## src/hdl/mcc_pkg.sv

```systemverilog
// shared types, constants and the microcode table of the minimum coin change block
// depends on nothing; imported by the sequencer, the datapath and the top level
package mcc_pkg;

  localparam int NUM_DENOMS     = 5;
  localparam int DENOM_W        = 8;
  localparam int AMOUNT_W       = 8;
  localparam int COUNT_W        = 8;
  localparam int CFG_IDX_W      = 3;
  localparam int MAX_AMOUNT_W   = 12;
  localparam int DEF_MAX_AMOUNT = 255;
  localparam int AMOUNT_TOP     = (1 << AMOUNT_W) - 1;
  localparam int DENOM_IDX_W    = $clog2(NUM_DENOMS);

  localparam logic [DENOM_W-1:0] DENOM_RESET [NUM_DENOMS] =
    '{8'd1, 8'd5, 8'd10, 8'd20, 8'd50};

  // step codes of the microprogram
  typedef logic [2:0] step_t;
  localparam step_t STEP_IDLE      = 3'd0;
  localparam step_t STEP_CHECK     = 3'd1;
  localparam step_t STEP_ISSUE     = 3'd2;
  localparam step_t STEP_READ_EVAL = 3'd3;
  localparam step_t STEP_EVAL_LAST = 3'd4;
  localparam step_t STEP_RESULT_RD = 3'd5;
  localparam step_t STEP_FINISH    = 3'd6;

  typedef enum logic [2:0] {
    COND_NEVER       = 3'd0,
    COND_NO_ITEM     = 3'd1,
    COND_DONE        = 3'd2,
    COND_MORE_DENOMS = 3'd3,
    COND_OUT_BUSY    = 3'd4
  } cond_t;

  typedef struct packed {
    logic  accept;
    logic  step_s;
    logic  issue;
    logic  eval;
    logic  write_s;
    logic  read_result;
    logic  load_out;
    cond_t cond;
    step_t target;
    step_t next_step;
  } ctrl_t;

  typedef struct packed {
    logic done;
    logic more_denoms;
    logic out_busy;
  } status_t;

  typedef struct packed {
    logic               reach;
    logic [COUNT_W-1:0] best;
  } entry_t;

  function automatic ctrl_t ucode(step_t pc);
    ctrl_t w;
    w           = '0;
    w.cond      = COND_NEVER;
    w.target    = STEP_IDLE;
    w.next_step = STEP_IDLE;
    unique case (pc)
      STEP_IDLE: begin
        w.accept    = 1'b1;
        w.cond      = COND_NO_ITEM;
        w.target    = STEP_IDLE;
        w.next_step = STEP_CHECK;
      end
      STEP_CHECK: begin
        w.step_s    = 1'b1;
        w.cond      = COND_DONE;
        w.target    = STEP_RESULT_RD;
        w.next_step = STEP_ISSUE;
      end
      STEP_ISSUE: begin
        w.issue     = 1'b1;
        w.next_step = STEP_READ_EVAL;
      end
      STEP_READ_EVAL: begin
        w.issue     = 1'b1;
        w.eval      = 1'b1;
        w.cond      = COND_MORE_DENOMS;
        w.target    = STEP_READ_EVAL;
        w.next_step = STEP_EVAL_LAST;
      end
      STEP_EVAL_LAST: begin
        w.eval      = 1'b1;
        w.write_s   = 1'b1;
        w.next_step = STEP_CHECK;
      end
      STEP_RESULT_RD: begin
        w.read_result = 1'b1;
        w.next_step   = STEP_FINISH;
      end
      STEP_FINISH: begin
        w.load_out  = 1'b1;
        w.cond      = COND_OUT_BUSY;
        w.target    = STEP_FINISH;
        w.next_step = STEP_IDLE;
      end
      default: begin
        w.next_step = STEP_IDLE;
      end
    endcase
    return w;
  endfunction

endpackage

```

## src/hdl/mcc_useq.sv

```systemverilog
// microcode sequencer: step counter, control word table and jump logic
// depends on mcc_pkg
module mcc_useq (
  input  logic            clk,
  input  logic            rst,
  input  logic            item_valid,
  input  mcc_pkg::status_t status,
  output mcc_pkg::ctrl_t   ctrl
);
  import mcc_pkg::*;

  step_t pc;
  step_t pc_next;
  logic  taken;

  assign ctrl = ucode(pc);

  always_comb begin
    unique case (ctrl.cond)
      COND_NEVER:       taken = 1'b0;
      COND_NO_ITEM:     taken = !item_valid;
      COND_DONE:        taken = status.done;
      COND_MORE_DENOMS: taken = status.more_denoms;
      COND_OUT_BUSY:    taken = status.out_busy;
      default:          taken = 1'b0;
    endcase
    pc_next = taken ? ctrl.target : ctrl.next_step;
  end

  always_ff @(posedge clk) begin
    if (rst) begin
      pc <= STEP_IDLE;
    end else begin
      pc <= pc_next;
    end
  end

endmodule

```

## src/hdl/mcc_dpath.sv

```systemverilog
// datapath: denomination registers, table of best counts per sum, compare-add unit
// and the output register; driven by control words from mcc_useq, depends on mcc_pkg
module mcc_dpath #(
  parameter int MaxAmount = mcc_pkg::DEF_MAX_AMOUNT
) (
  input  logic                           clk,
  input  logic                           rst,
  input  logic                           cfg_we,
  input  logic [mcc_pkg::CFG_IDX_W-1:0]  cfg_index,
  input  logic [mcc_pkg::DENOM_W-1:0]    cfg_data,
  input  logic                           take_item,
  input  logic [mcc_pkg::AMOUNT_W-1:0]   amount,
  input  mcc_pkg::ctrl_t                 ctrl,
  output mcc_pkg::status_t               status,
  output logic                           out_valid,
  input  logic                           out_stall,
  output logic [mcc_pkg::COUNT_W-1:0]    fewest_coins,
  output logic                           found
);
  import mcc_pkg::*;

  localparam int Depth = ((MaxAmount < AMOUNT_TOP) ? MaxAmount : AMOUNT_TOP) + 1;
  localparam int IdxW  = (Depth > 1) ? $clog2(Depth) : 1;

  logic [DENOM_W-1:0]     denom [NUM_DENOMS];
  entry_t                 mem [Depth];
  entry_t                 mem_q;
  logic                   rd_ok;
  logic                   rd_ok_next;
  logic [IdxW-1:0]        rd_addr;

  logic [AMOUNT_W-1:0]    amt;
  logic                   in_range;
  logic [AMOUNT_W-1:0]    s;
  logic [DENOM_IDX_W-1:0] k;
  entry_t                 cur;
  entry_t                 cur_next;

  logic [DENOM_W-1:0]     denom_sel;
  logic                   issue_ok;
  logic [AMOUNT_W-1:0]    addr_diff;
  logic [COUNT_W-1:0]     cand;
  logic                   upd;
  logic                   res_found;
  logic                   out_busy;

  always_ff @(posedge clk) begin
    if (rst) begin
      for (int i = 0; i < NUM_DENOMS; i++) begin
        denom[i] <= DENOM_RESET[i];
      end
    end else if (cfg_we && (cfg_index < CFG_IDX_W'(NUM_DENOMS))) begin
      denom[cfg_index] <= cfg_data;
    end
  end

  // coin of zero value or above the current sum takes no part
  assign denom_sel = denom[k];
  assign issue_ok  = (denom_sel != '0) && (denom_sel <= s);
  assign addr_diff = s - denom_sel;

  assign rd_addr    = ctrl.read_result ? amt[IdxW-1:0] : addr_diff[IdxW-1:0];
  assign rd_ok_next = ctrl.read_result ? in_range : issue_ok;

  assign cand     = mem_q.best + COUNT_W'(1);
  assign upd      = rd_ok && mem_q.reach && (!cur.reach || (cand < cur.best));
  assign cur_next = upd ? entry_t'{reach: 1'b1, best: cand} : cur;

  // entries above the current sum are never read, so the table needs no clearing
  always_ff @(posedge clk) begin
    if (take_item) begin
      mem[IdxW'(0)] <= '{reach: 1'b1, best: '0};
    end else if (ctrl.write_s) begin
      mem[s[IdxW-1:0]] <= cur_next;
    end
    if (ctrl.issue || ctrl.read_result) begin
      mem_q <= mem[rd_addr];
      rd_ok <= rd_ok_next;
    end
  end

  always_ff @(posedge clk) begin
    if (take_item) begin
      amt      <= amount;
      in_range <= {{(MAX_AMOUNT_W - AMOUNT_W){1'b0}}, amount} <= MAX_AMOUNT_W'(MaxAmount);
      s        <= '0;
    end
    if (ctrl.step_s) begin
      s   <= s + AMOUNT_W'(1);
      k   <= '0;
      cur <= '0;
    end
    if (ctrl.issue) begin
      k <= k + DENOM_IDX_W'(1);
    end
    if (ctrl.eval) begin
      cur <= cur_next;
    end
  end

  assign status.done        = (s == amt) || !in_range;
  assign status.more_denoms = (k != DENOM_IDX_W'(NUM_DENOMS - 1));
  assign status.out_busy    = out_busy;

  assign out_busy  = out_valid && out_stall;
  assign res_found = rd_ok && mem_q.reach;

  always_ff @(posedge clk) begin
    if (rst) begin
      out_valid <= 1'b0;
    end else if (ctrl.load_out && !out_busy) begin
      out_valid <= 1'b1;
    end else if (out_valid && !out_stall) begin
      out_valid <= 1'b0;
    end
  end

  always_ff @(posedge clk) begin
    if (ctrl.load_out && !out_busy) begin
      found        <= res_found;
      fewest_coins <= res_found ? mem_q.best : '0;
    end
  end

endmodule

```

## src/hdl/min_coin_change_five_core.sv

```systemverilog
// an item is solved sum by sum, then its result is read and loaded out; one out of range
// skips the sums. A new item is taken only once the last result is loaded. Each sum makes
// one table read per coin kind through the single read port
// reset: synchronous, active high; denominations return to 1, 5, 10, 20, 50 and the
// sequencer to its idle step; the count table needs no clearing
module min_coin_change_five_core #(
  parameter int MAX_AMOUNT = mcc_pkg::DEF_MAX_AMOUNT
) (
  input  logic                          clk,
  input  logic                          rst,
  input  logic                          cfg_we,
  input  logic [mcc_pkg::CFG_IDX_W-1:0] cfg_index,
  input  logic [mcc_pkg::DENOM_W-1:0]   cfg_data,
  input  logic                          in_valid,
  output logic                          in_stall,
  input  logic [mcc_pkg::AMOUNT_W-1:0]  amount,
  output logic                          out_valid,
  input  logic                          out_stall,
  output logic [mcc_pkg::COUNT_W-1:0]   fewest_coins,
  output logic                          found
);
  import mcc_pkg::*;

  ctrl_t   ctrl;
  status_t status;
  logic    take_item;

  assign in_stall  = !ctrl.accept;
  assign take_item = in_valid && ctrl.accept;

  mcc_useq u_useq (
    .clk        (clk),
    .rst        (rst),
    .item_valid (in_valid),
    .status     (status),
    .ctrl       (ctrl)
  );

  mcc_dpath #(
    .MaxAmount (MAX_AMOUNT)
  ) u_dpath (
    .clk          (clk),
    .rst          (rst),
    .cfg_we       (cfg_we),
    .cfg_index    (cfg_index),
    .cfg_data     (cfg_data),
    .take_item    (take_item),
    .amount       (amount),
    .ctrl         (ctrl),
    .status       (status),
    .out_valid    (out_valid),
    .out_stall    (out_stall),
    .fewest_coins (fewest_coins),
    .found        (found)
  );

`ifndef SYNTHESIS
  // an accepted item keeps the input side closed while it is solved
  a_busy_after_accept: assert property (@(posedge clk) disable iff (rst)
    (in_valid && !in_stall) |=> in_stall)
    else $error("input open right after an item was accepted");

  a_zero_when_missing: assert property (@(posedge clk) disable iff (rst)
    (out_valid && !found) |-> (fewest_coins == '0))
    else $error("nonzero count without a combination");

  // a new result only appears at the end of a solve
  a_result_from_busy: assert property (@(posedge clk) disable iff (rst)
    $rose(out_valid) |-> $past(in_stall))
    else $error("result appeared while the block was idle");
`endif

endmodule
```

## config.mk

```make
export PLATFORM = sky130hd
export DESIGN_NAME = min_coin_change_five_core
export DESIGN_NICKNAME = d
export VERILOG_FILES = /design/src/hdl/mcc_pkg.sv /design/src/hdl/mcc_useq.sv /design/src/hdl/mcc_dpath.sv /design/src/hdl/min_coin_change_five_core.sv
export SDC_FILE = /design/constraint.sdc
export NUM_CORES = 2
export LEC_CHECK = 0
export BUFFER_PORTS_ARGS = -buffer_cell sky130_fd_sc_hd__buf_2
export CORE_ASPECT_RATIO = 0.75
export CORE_UTILIZATION = 57
export DETAILED_ROUTE_END_ITERATION = 10
export HOLD_SLACK_MARGIN = 0.05
export MAX_ROUTING_LAYER = met4
export PLACE_DENSITY = 0.76
export SLEW_MARGIN = 40
export SYNTH_ARGS = -nofsm -noshare
export SYNTH_HDL_FRONTEND = slang
export SYNTH_HIERARCHICAL = 1
export SYNTH_SLANG_ARGS = --single-unit
```

## constraint.sdc

```tcl
create_clock -name clk -period 9.89 [get_ports clk]
set_input_delay 1.4835 -clock clk [delete_from_list [all_inputs] [get_ports clk]]
set_output_delay 1.4835 -clock clk [all_outputs]
set_load 0.05 [all_outputs]
```

==> impl_metrics.yaml <==
status:
  outcome: "finished clean"
critical_path:
  rr_endpoint: "u_dpath/mem_q[4]"
  critPathMaxFanout: 104
  crit_slowest_cell: "dfxtp_2"
  cp_common_cell: "mux4_2"
  slowest_delay_ns: 0.71
  ff2ff_setup_slack_ns: 3.16
  cp_data_arrival_time_ns: 7.33
  crit_chain: "mux4_2 -> mux2_2 -> ha_1 -> fa_1 -> mux2i_4 -> buf_12 -> buf_4 -> mux4_2 -> mux2i_1 -> o22ai_1 -> nor4_2 -> o32ai_1 -> a211o_1"
  end_kind: "register"
  r2r_cells: 13
  cp-endpoint: "u_dpath/mem_q[4]"
  critPathLaunchType: "register"
  cp.required_ns: 10.49
  crit_type: "register to register"
cts:
  clk_pin_slew_ns: 0.07
  cts_tree: "yes"
  post_cts_buffers: 0
  cts_buffers: 214
  numClockSinks: 2422
  root_buffer: "clkbuf_16"
  clock_latency_ns: 0.86
  ctsResizeCount: 0
  clockBufferDepth: 3
  ctsHoldBuffers: 0
  htree_levels: 4
finish:
  final_common_cell: "edfxtp_1"
  area_growth_syn_to_layout_pct: 11.5
  seq_area_mm2: 0.0727
  final_cell_mix: "edfxtp_1, mux4_2, nand2_1, nor2_2, clkbuf_16"
  finalNetCount: 4844
  fillers: 10549
  drive_gt1_share_pct: 27.6
  multi_input_area_mm2: 0.0221
  design_area_mm2: 0.106
global_routing:
  grt_first_pass_wirelength_mm: 341
  antenna_found_initial: 6
  grt_pass1_vias: 47201
  grt_max_degree: 162
  grt_use_total_pct: 29.5
  overflow: 0
synth:
  synth_warnings: 6
  syn_inst: 4675
  syn-cell-area_mm2: 0.0952
  avgSynthCellArea_um2: 20.4
routing:
  postRouteAntennaNets: 0
  vias: 48699
  dr.pass1.iters: 6
  drc_errors: 0
  vias_per_cell: 6.75
  wire_per_inst_um: 33.0
  wirelength_mm: 238
  drt_iter0_drc: 7762
floorplan:
  die-area_mm2: 0.169
  die_h_um: 356
  pin_count: 35
  fp-row-count: 129
  core_area_mm2: 0.165
  initial_utilization_pct: 57.6
  die_w_um: 474
timing:
  hold_viol_final: 0
  worst_slack_ns: 3.16
  fin_setup_tns_ns: 0
  setup_violations: 0
  finClkSkew_ns: 0.0367
  finalCriticalPeriod_ns: 6.73
  fin_crit_sh_pct: 68.0
  timing.fmax_ghz: 0.149
  rsz0062_at_grt: "no"
  drv_slew: 0
  worst_pin_slew_ns: 0.955
  maxSlewHeadroom_pct: 36.1
placement:
  post-place-ws_ns: 3.33
  io_buffers: 34
  dp_hpwl_mm: 142
  gp_congestion: 0.924
  placed_area_mm2: 0.0986
pwr:
  p_per_area_mw_per_mm2: 271
  p_leak_nw: 36.9
  p_total_w: 0.0288
  ir_drop_mv: 0.329
job:
  drv_cap: 0
hold_path:
  hold_path.class: "register to register"
-- sequential cells by signal (all words and copies together), names as in the netlist, named ones only --
register	flops
u_dpath/k	3
u_dpath/mem_q	9
u_dpath/mem	2304
u_dpath/found	1
u_dpath/denom	64
u_dpath/out_valid	1
u_useq/pc	3
u_dpath/rd_ok	1
u_dpath/fewest_coins	8
u_dpath/cur	9
u_dpath/s	8
u_dpath/amt	8
-- worst min path at each step --
| stage | from | to | slack [ns] | cells after the start |
|---|---|---|---|---|
| 2_1_floorplan | u_dpath/k[1] | register | 0.47 | 1 |
| 3_3_place_gp | u_dpath/k[1] | register | 0.49 | 1 |
| 3_5_place_dp | u_dpath/k[1] | register | 0.50 | 1 |
| 4_1_cts | u_dpath/k[1] | register | 0.52 | 1 |
| 5_1_grt | u_dpath/k[1] | register | 0.54 | 1 |
| 6_report | u_dpath/k[1] | register | 0.52 | 1 |
-- worst max-delay path: cells and delay by family (launching register included) --
kind / cells / cell delay [ns]
adders and majority gates: 2 / 0.71
DFF: 1 / 0.71
buffers and inverters: 2 / 0.95
and+or+nand+nor: 1 / 0.65
AOI/OAI and AO/OA: 3 / 0.74
muxes: 5 / 2.47
-- per-stage QoR --
step	std cells	utilization, %	hold WS [ns]
4_1_cts	7201	63.9	0.522
3_3_place_gp	6795	59.2	0.494
5_1_grt	7211	64.2	0.543
6_report	7212	64.2	0.519
3_5_place_dp	6804	59.6	0.504
2_1_floorplan	4698	-	0.473
-- final cells by class --
| cell class | instances | area share (%) |
|---|---|---|
| diodes | 5 | 0.0118 |
| clock inverters | 144 | 1.31 |
| flip-flops and latches | 2422 | 68.4 |
| inverters | 24 | 0.0848 |
| multi-input cells | 1992 | 20.8 |
| well taps | 2227 | 2.62 |
| clock buffers | 253 | 5.34 |
| repair buffers | 145 | 1.43 |
-- per-layer routing --
layer,share of wire [%],global-route usage (%),up-vias
met1,37,42.5,25331
met2,44,40.4,3556
met4,3.2,8.46,0
met3,16,9.87,486
met5,0,-,-
li1,-,-,19326
-- report_power, final --
| part | switching (W) | internal (W) | total (W) |
|---|---|---|---|
| clock network | 0.00369 | 0.00474 | 0.00843 |
| registers | 0.000116 | 0.0112 | 0.0114 |
| logic | 0.00583 | 0.00316 | 0.00899 |
| total | 0.00964 | 0.0191 | 0.0288 |
Power figures use the tool's default switching activity.
